[config.mk]
export PLATFORM = sky130hd
export DESIGN_NAME = pfjfd_front_flat
export DESIGN_NICKNAME = d
export VERILOG_FILES = /design/src/design/pfjfd_pkg.sv /design/src/design/pfjfd_if.sv /design/src/design/pfjfd_front.sv /design/src/flat_wrapper.sv
export VERILOG_INCLUDE_DIRS = /design/src /design/src/design
export SDC_FILE = /design/constraint.sdc
export NUM_CORES = 1
export LEC_CHECK = 0
export BUFFER_PORTS_ARGS = -buffer_cell sky130_fd_sc_hd__clkbuf_2
export CAP_MARGIN = 20
export CORE_MARGIN = 1.5
export CORE_UTILIZATION = 47
export CTS_BUF_LIST = sky130_fd_sc_hd__clkbuf_8
export DETAILED_ROUTE_END_ITERATION = 10
export PLACE_DENSITY_LB_ADDON = 0.15
export SLEW_MARGIN = 25
export SYNTH_ARGS = -nofsm -noshare
export SYNTH_HDL_FRONTEND = slang
export SYNTH_SLANG_ARGS = --single-unit
[constraint.sdc]
create_clock -name clock -period 2.1 [get_ports clock]
set_clock_uncertainty 0.05 [all_clocks]
set_input_delay 0.105 -clock clock [delete_from_list [all_inputs] [get_ports clock]]
set_output_delay 0.105 -clock clock [all_outputs]
set_load 0.02 [all_outputs]
[src/design/per_flow_join_flood_detector_assert.svh]
// Assertion macros shared by the flood detector RTL.
// Each macro expects signals named clock and reset in the calling scope.
`ifndef PER_FLOW_JOIN_FLOOD_DETECTOR_ASSERT_SVH
`define PER_FLOW_JOIN_FLOOD_DETECTOR_ASSERT_SVH

// Same-cycle implication, disabled during reset
`define PFJFD_ASSERT_NOW(lbl, ante, cons, msg) \
   lbl: assert property (@(posedge clock) disable iff (reset) (ante) |-> (cons)) \
      else $error(msg);

// Next-cycle implication, disabled during reset
`define PFJFD_ASSERT_NEXT(lbl, ante, cons, msg) \
   lbl: assert property (@(posedge clock) disable iff (reset) (ante) |=> (cons)) \
      else $error(msg);

`endif

[src/design/pfjfd_pkg.sv]
// Package for the per-flow join flood detector: sizes, codes and shared types.
// No dependencies; every other design file but the assertion macro header imports it.
`default_nettype none

package pfjfd_pkg;

   // Table and field sizes
   localparam int TABLE_DEPTH   = 64;  // power of two
   localparam int IDX_BITS      = $clog2(TABLE_DEPTH);
   localparam int TIME_BITS     = 32;
   localparam int CHAN_BITS     = 6;
   localparam int NOW_BITS      = 32;
   localparam int COUNT_BITS    = 16;
   localparam int THR_BITS      = 16;
   localparam int SEC_BITS      = 17;
   localparam int CSR_DATA_BITS = 17;
   localparam int CSR_IDX_BITS  = 2;

   // Request queue between front and back (power of two)
   localparam int FIFO_DEPTH    = 4;
   localparam int FIFO_PTR_BITS = $clog2(FIFO_DEPTH);

   localparam logic [COUNT_BITS-1:0] COUNT_MAX = '1;

   // Register reset values
   localparam logic [THR_BITS-1:0] RST_THRESHOLD = THR_BITS'(10);
   localparam logic [SEC_BITS-1:0] RST_WINDOW    = SEC_BITS'(5);
   localparam logic [SEC_BITS-1:0] RST_HOLD      = SEC_BITS'(120);

   typedef enum logic [0:0] {
      ACT_JOIN  = 1'b0,
      ACT_CHECK = 1'b1
   } action_type;

   typedef enum logic [1:0] {
      EV_NONE    = 2'd0,
      EV_FLOOD   = 2'd1,
      EV_RELEASE = 2'd2,
      EV_FREED   = 2'd3
   } event_type;

   typedef enum logic [CSR_IDX_BITS-1:0] {
      CSR_ACTIVE    = 2'd0,
      CSR_THRESHOLD = 2'd1,
      CSR_WINDOW    = 2'd2,
      CSR_HOLD      = 2'd3
   } csr_index_type;

   typedef struct packed {
      logic                active;
      logic [THR_BITS-1:0] threshold;
      logic [SEC_BITS-1:0] window;
      logic [SEC_BITS-1:0] hold;
   } cfg_type;

   // Classified request as it sits in the queue
   typedef struct packed {
      action_type           action;
      logic [IDX_BITS-1:0]  idx;
      logic [CHAN_BITS-1:0] channel;
      logic [TIME_BITS-1:0] now;
   } item_type;

   // Queue head as seen by the back end
   typedef struct packed {
      logic     valid;
      item_type item;
   } queue_out_type;

   // One table entry
   typedef struct packed {
      logic [TIME_BITS-1:0]  window_end;
      logic [COUNT_BITS-1:0] joins;
      logic                  flood;
      logic [TIME_BITS-1:0]  release_time;
   } entry_type;

endpackage

`default_nettype wire

[src/design/pfjfd_if.sv]
// Valid/ready channel interfaces for requests and responses of the flood detector.
// Depends on pfjfd_pkg for field widths.
`default_nettype none

interface pfjfd_req_if import pfjfd_pkg::*; ();
   logic                 valid;
   logic                 ready;
   logic                 action;
   logic [CHAN_BITS-1:0] channel;
   logic [NOW_BITS-1:0]  now_seconds;

   modport source (output valid, action, channel, now_seconds, input ready);
   modport sink   (input valid, action, channel, now_seconds, output ready);
endinterface


`default_nettype wire

[src/design/pfjfd_front.sv]
// Front end: accepts requests, classifies them and queues them for the back end.
// Depends on pfjfd_pkg, pfjfd_req_if and the assertion macro header.
`default_nettype none
`include "per_flow_join_flood_detector_assert.svh"

module pfjfd_front import pfjfd_pkg::*; (
   input  logic          clock,
   input  logic          reset,
   pfjfd_req_if.sink     req,
   output queue_out_type q_out,
   input  logic          q_pop
);

   item_type                 fifo_ff [FIFO_DEPTH];
   logic [FIFO_PTR_BITS-1:0] wr_ptr_ff, wr_ptr_in;
   logic [FIFO_PTR_BITS-1:0] rd_ptr_ff, rd_ptr_in;
   logic [FIFO_PTR_BITS:0]   count_ff, count_in;
   item_type                 in_item;
   logic                     push;

   // Classify the incoming request
   always_comb begin
      in_item.action  = action_type'(req.action);
      in_item.idx     = IDX_BITS'(req.channel);
      in_item.channel = req.channel;
      in_item.now     = TIME_BITS'(req.now_seconds);
   end

   assign req.ready = (count_ff != (FIFO_PTR_BITS+1)'(FIFO_DEPTH));
   assign push      = req.valid && req.ready;

   assign q_out.valid = (count_ff != '0);
   assign q_out.item  = fifo_ff[rd_ptr_ff];

   // Pointer and fill bookkeeping
   always_comb begin
      wr_ptr_in = push  ? wr_ptr_ff + 1'b1 : wr_ptr_ff;
      rd_ptr_in = q_pop ? rd_ptr_ff + 1'b1 : rd_ptr_ff;
      count_in  = count_ff;
      if (push && !q_pop) begin
         count_in = count_ff + 1'b1;
      end else if (!push && q_pop) begin
         count_in = count_ff - 1'b1;
      end
   end

   always_ff @(posedge clock) begin
      if (reset) begin
         wr_ptr_ff <= '0;
         rd_ptr_ff <= '0;
         count_ff  <= '0;
      end else begin
         wr_ptr_ff <= wr_ptr_in;
         rd_ptr_ff <= rd_ptr_in;
         count_ff  <= count_in;
      end
   end

   // Queue storage
   always_ff @(posedge clock) begin
      if (push) begin
         fifo_ff[wr_ptr_ff] <= in_item;
      end
   end

   `PFJFD_ASSERT_NOW(a_fill_bound, 1'b1, count_ff <= (FIFO_PTR_BITS+1)'(FIFO_DEPTH), "queue overfilled")
   `PFJFD_ASSERT_NOW(a_no_pop_empty, q_pop, count_ff != '0, "pop from empty queue")
   `PFJFD_ASSERT_NEXT(a_drain, q_pop && !push, count_ff == $past(count_ff) - 1'b1, "fill count off after pop")

endmodule

`default_nettype wire

[src/flat_wrapper.sv]
// flat-port wrapper written by rule: the top's interface ports become plain ports
module pfjfd_front_flat import pfjfd_pkg::*;
  (clock, reset, q_out, q_pop, req_valid, req_action, req_channel, req_now_seconds, req_ready);
  pfjfd_req_if req_i ();
  input  logic clock;
  input  logic reset;
  output queue_out_type q_out;
  input  logic q_pop;
  input wire logic [$bits(req_i.valid)-1:0] req_valid;
  input wire logic [$bits(req_i.action)-1:0] req_action;
  input wire logic [$bits(req_i.channel)-1:0] req_channel;
  input wire logic [$bits(req_i.now_seconds)-1:0] req_now_seconds;
  output wire logic [$bits(req_i.ready)-1:0] req_ready;
  assign req_i.valid = req_valid;
  assign req_i.action = req_action;
  assign req_i.channel = req_channel;
  assign req_i.now_seconds = req_now_seconds;
  assign req_ready = req_i.ready;
  pfjfd_front u_core (.clock(clock), .reset(reset), .req(req_i), .q_out(q_out), .q_pop(q_pop));
endmodule
======== Yosys cells after proc, flatten, opt, wreduce, memory -nomap -nowiden ========
Memory sizes are Yosys's and may differ from the RTL's. A register that Yosys moved wholly into a read port is not among the register bits.
Cells that the tools add are included.
cells by class
  add/sub/neg operators ................... 4
  equal/unequal tests ..................... 1
  muxes and demuxes ....................... 6
  reductions and logical operators ........ 7
operators by type and width
  operator             number
  $mux 3               2
  $add 2x1->2 const B  2
  $mux 2               2
  $add 3x1->3 const B  1
  $logic_and 1x1->1    3
  $ne 3x3->1 const B   1
  $reduce_bool 3->1    1
  $sub 3x1->3 const B  1
  $logic_not 1->1      2
  $mux 1               2
  $reduce_bool 2->1    1
word-level totals
  register bits ........................... 7
  bits in writable memories ............... 180
  bits of input ports ..................... 43
  output and inout port bits .............. 47
  word-level logic and storage cells ...... 22
  memories kept ........................... 1
memories
  memory          words  bits a word  read ports  clocked after Yosys merged registers in  wr ports  line               text
  u_core.fifo_ff  4      45           1           1                                        1         pfjfd_front.sv:14  item_type fifo_ff [FIFO_DEPTH];

======== Longest topological paths before layout ========
  word-level depth ........................ 6
  mapped depth ............................ 8

======== Least setup slack after synthesis ========
No wires, ideal clock.
  path type ............................... reg-to-reg
  start point ............................. reg u_core.count_ff[0]
  end point ............................... mem u_core.fifo_ff[2][0] (netlist name) (enable)
  setup time .............................. 400 ps
  arrival time ............................ 1713 ps
  required time ........................... 1650 ps
  slack ................................... -63 ps
  cell stages (with the launch flop) ...... 4
  cells stage by stage .................... dfxtp_1 > nor2_1 > a21boi_2 > and2_1
on the way
  longest elaborated chain between the ends .. 4
RTL lines
  item                          line               text
  start, declared               pfjfd_front.sv:17  logic [FIFO_PTR_BITS:0] count_ff, count_in;
  start signal, assigned        pfjfd_front.sv:55  count_ff <= count_in;
  $ne 3x3->1                    pfjfd_front.sv:29  assign req.ready = (count_ff != (FIFO_PTR_BITS+1)'(FIFO_DEPTH));
  $logic_and 1x1->1             pfjfd_front.sv:30  assign push = req.valid && req.ready;
  via u_core.push               pfjfd_front.sv:19  logic push;
  $mux 1                        pfjfd_front.sv:61  if (push) begin
  $mux 1 (not written as such)  pfjfd_front.sv:62  fifo_ff[wr_ptr_ff] <= in_item;
  end, declared                 pfjfd_front.sv:14
The timed path passes the listed nets, and every way through them passes these cells.

======== Final worst setup path ========
  start point ............................. reg u_core.count_ff[0]
  end point ............................... reg u_core.count_ff[2]
on the way
  longest elaborated chain between the ends .. 5
RTL lines
  item                                line               text
  $ne 3x3->1 *                        pfjfd_front.sv:29
  $logic_and 1x1->1 *                 pfjfd_front.sv:30
  via u_core.push                     pfjfd_front.sv:19
  $logic_not 1->1                     pfjfd_front.sv:42  end else if (!push && q_pop) begin
  $logic_and 1x1->1                   pfjfd_front.sv:42
  $reduce_bool 2->1 (no source line)  -
The timed path passes the listed nets; every way through them passes the cells marked *. The select of a mux whose other input is x is not followed.
A chain may end at the register's enable or synchronous reset.

==> results by group <==
Status
  – Outcome: finished clean

Synthesis
  – Seq/Total Area, Yosys: 79.5%
  – Async SR Flop Fraction: 0%
  – Main combinational cell family by area after synthesis: multiplexers
  – Mux cell area share after synthesis: 14.9%
  – Syn Nets: 306
  – Post-synthesis xor/xnor area fraction: 0.572%
  – Yosys warns: 0
  – Number of library cell types mapped by synthesis: 22
  – Number of synthesized flops with an enable pin: 156
  – Synth Area in Simple Gates: 1.43%
  – Average size of a mapped cell: 23.8 sq um
  – Top_reg_cell synth: edfxtp_1
  – Syn Std Cell Area: 0.00612 sq mm
  – Yosys reg bits: 165
  – Adder-cell share of the synthesized area: 1.35%
  – Compound-Gate Fraction of Synth Area: 0.348%
  – Post-Syn Instances: 257

Pwr
  – Power Internal: 5.93 mW
  – Power Density: 1010 mW/mm^2
  – Seq pwr share: 51.6%
  – Net Switching: 1.89 mW
  – Leakage power: 2.74 nW
  – Sw Share: 24.2%
  – Clock Power Share: 30.9%
  – Gate power share: 17.5%
  – Maximum VDD drop: 579 uV

Timing
  – TNS Setup: 0 ns
  – Worst Slack Setup Final: 0.131 ns
  – RSZ-0062 raised after global routing: no
  – Final worst path period share: 93.8%
  – Worst-Margin Slew: 0.311 ns
  – Hold Fails Final Rpt: 0
  – Slew margin rel.: 79.2%
  – Final Max Slew Viols: 0
  – Fmax: 0.508 GHz
  – Setup Viol. Count Final: 0
  – WHS: 0.125 ns
  – Final min period: 1.97 ns

Critical path
  – CP top delay family: adder cells
  – R2r startpoint: u_core.count_ff[0]
  – Worst path cell trace: nor2_1 > a21boi_2 > ha_2 > inv_1 > fa_1 > xor2_1 > or3_1 > a21oi_1
  – Worst R2R End: u_core.count_ff[2]
  – Critical path capture point type: register
  – Worst Reg-to-Reg Cells: 8
  – Worst path max stage delay: 0.37 ns
  – CP Launch Type: register
  – Worst path bufs/invs: 1
  – CP max FO: 4
  – Worst setup path class: register to register
  – Reg2Reg Setup Slack: 0.13 ns
  – Slowest stage cell, crit path: dfxtp_4
  – CP Launch Point: u_core.count_ff[0]
  – Required time worst endpoint: 2.43 ns
  – CP arrival: 2.30 ns

Placement
  – Hpwl dp: 6.25 mm
  – Pre-CTS setup slack: 0.0556 ns
  – Port buffer count: 89
  – Placer Congestion: 0.695

Clocking
  – CTS root buf: clkbuf_8
  – Clk sinks: 165
  – Cts bufs inserted: 17
  – Max clock buf depth: 2
  – Clk slew on worst S/H paths: 0.08 ns
  – TritonCTS clock tree: yes
  – Worst-Skew Late Latency: 0.44 ns
  – H-tree Lvls: 4

Global routing
  – GRT Util Overall: 16.2%
  – Antenna violations before repair: 0
  – Number of global-route vias before repair: 2966
  – Largest net degree at the start of global routing: 21
  – First-pass GRT wire length: 15.3 mm
  – Total gr overflow: 0

Detailed routing
  – WL per Instance: 17.1 um
  – Vias per cell: 5.01
  – DRT antenna net count: 0
  – Pre-Repair DR Iteration Count: 5
  – Vias: 2972
  – Iteration-0 DRC Markers: 172
  – Routed WL: 10.1 mm
  – # DRC: 0

Floorplanning
  – Die width: 117 um
  – Die Area: 0.0137 sq mm
  – Cell Rows: 41
  – Die Span Y: 117 um
  – Ports: 90
  – Initial core utilization: 48.3%
  – Core area: 0.0127 sq mm

Worst hold path
  – Hold Startpoint: req_valid
  – Min-Delay Path Depth: 4
  – Hold Crit Class: input port to register
  – WHS Endpoint: u_core.wr_ptr_ff[1]

Cells and area
  – N_diodes: 0
  – Fraction of layout instances using a drive strength above 1: 43.2%
  – Fill count: 951
  – Synth-to-layout area growth: 26.8%
  – Net count reported at finish: 457

Flow run
  – Max-cap violations: 0
-- logic make-up after synthesis --
family / Yosys count
simple gates: 18
mux: 42
flops: 165
xor+xnor: 4
compound gates: 3
fa+ha+maj: 6
buf+inv: 19
-- power groups by stage --
stage / combinational, mW / clock [mW] / sequential (mW)
floorplan: 0.873 / 0 / 4.08
global placement: 1.32 / 0 / 4.10
detailed placement: 1.33 / 0 / 4.12
CTS: 1.40 / 2.48 / 4.04
global route: 1.49 / 2.62 / 4.07
finish: 1.37 / 2.41 / 4.04
-- flip-flops by register name (all words and copies together) (netlist names), named ones only --
name	flops
u_core.fifo_ff	156
u_core.wr_ptr_ff	2
u_core.count_ff	3
u_core.rd_ptr_ff	2
-- final cells by class --
type / count / area [sq um] / share of cell area, %
Timing Repair Buffer: 147 / 1080 / 14.0
Clock buffer: 17 / 234 / 3.01
Tap cell: 172 / 215 / 2.77
Sequential cell: 165 / 4870 / 62.8
Clock inverter: 15 / 195 / 2.51
Inverter: 4 / 15.0 / 0.193
Multi-Input combinational cell: 73 / 1140 / 14.7
-- routing by layer --
| layer | track usage (%) | wire length, um |
|---|---|---|
| met1 | 19.9 | 4240 |
| met4 | 8.51 | 200 |
| met2 | 26.3 | 5300 |
| met5 | 0 | 0 |
| met3 | 4.69 | 396 |
-- worst max-delay path by stage --
stage	endpoint	slack (ns)	depth (start not counted)
3_3_place_gp	u_core.count_ff[2]	0.13	8
5_1_grt	u_core.count_ff[2]	0.02	8
4_1_cts	u_core.count_ff[2]	0.03	8
2_1_floorplan	u_core.count_ff[2]	0.06	8
3_5_place_dp	u_core.count_ff[2]	0.06	8
6_report	u_core.count_ff[2]	0.13	8
-- repair_timing --
item	4_1_cts	5_1_grt
endpoints found under the setup margin	11	1
setup buffers	2	0
gates resized for setup	0	4
hold buffers	41	0
gates cloned	0	0
endpoints found under the hold margin	163	0
-- worst reg2reg max path, stage by stage, from the launching register on --
cell      delay (ns)
dfxtp_4         0.37
nor2_1          0.07
a21boi_2        0.17
ha_2            0.21
inv_1           0.05
fa_1            0.37
xor2_1          0.18
or3_1           0.30
a21oi_1         0.13
-- synthesized netlist by cell type (3+ instances only) --
cell type | number | area share, %
inv_1 | 4 | 0.25
and2_1 | 4 | 0.41
ha_1 | 5 | 1.0
xor2_1 | 3 | 0.43
buf_4 | 8 | 0.98
edfxtp_1 | 156 | 77
dfxtp_1 | 9 | 2.9
clkbuf_1 | 3 | 0.18
mux4_2 | 39 | 14
nor2_1 | 8 | 0.49
-- per-stage QoR --
step | utilization (%) | area [sq um] | instances | total power [mW]
global route | 61.3 | 7760 | 593 | 8.17
finish | 61.3 | 7760 | 593 | 7.82
CTS | 61.2 | 7750 | 593 | 7.92
floorplan | - | 6120 | 257 | 4.95
global placement | 54.4 | 6900 | 518 | 5.41
detailed placement | 54.4 | 6900 | 518 | 5.44
-- placed cells by master, fill, tap and decap left out, types with 3 or more instances in the layout --
cell type	netlist	layout
dlygate4sd3_1	0	41
clkinv_2	0	3
and2_2	0	4
inv_1	4	7
xor2_1	3	3
nor2_1	8	8
mux4_2	39	39
clkbuf_2	0	89
bufinv_16	0	5
ha_1	5	4
buf_4	8	9
clkinv_1	0	3
edfxtp_1	156	156
buf_12	0	8
dfxtp_1	9	5
clkbuf_8	0	17
Note: power is estimated with default switching activity, not from simulation.
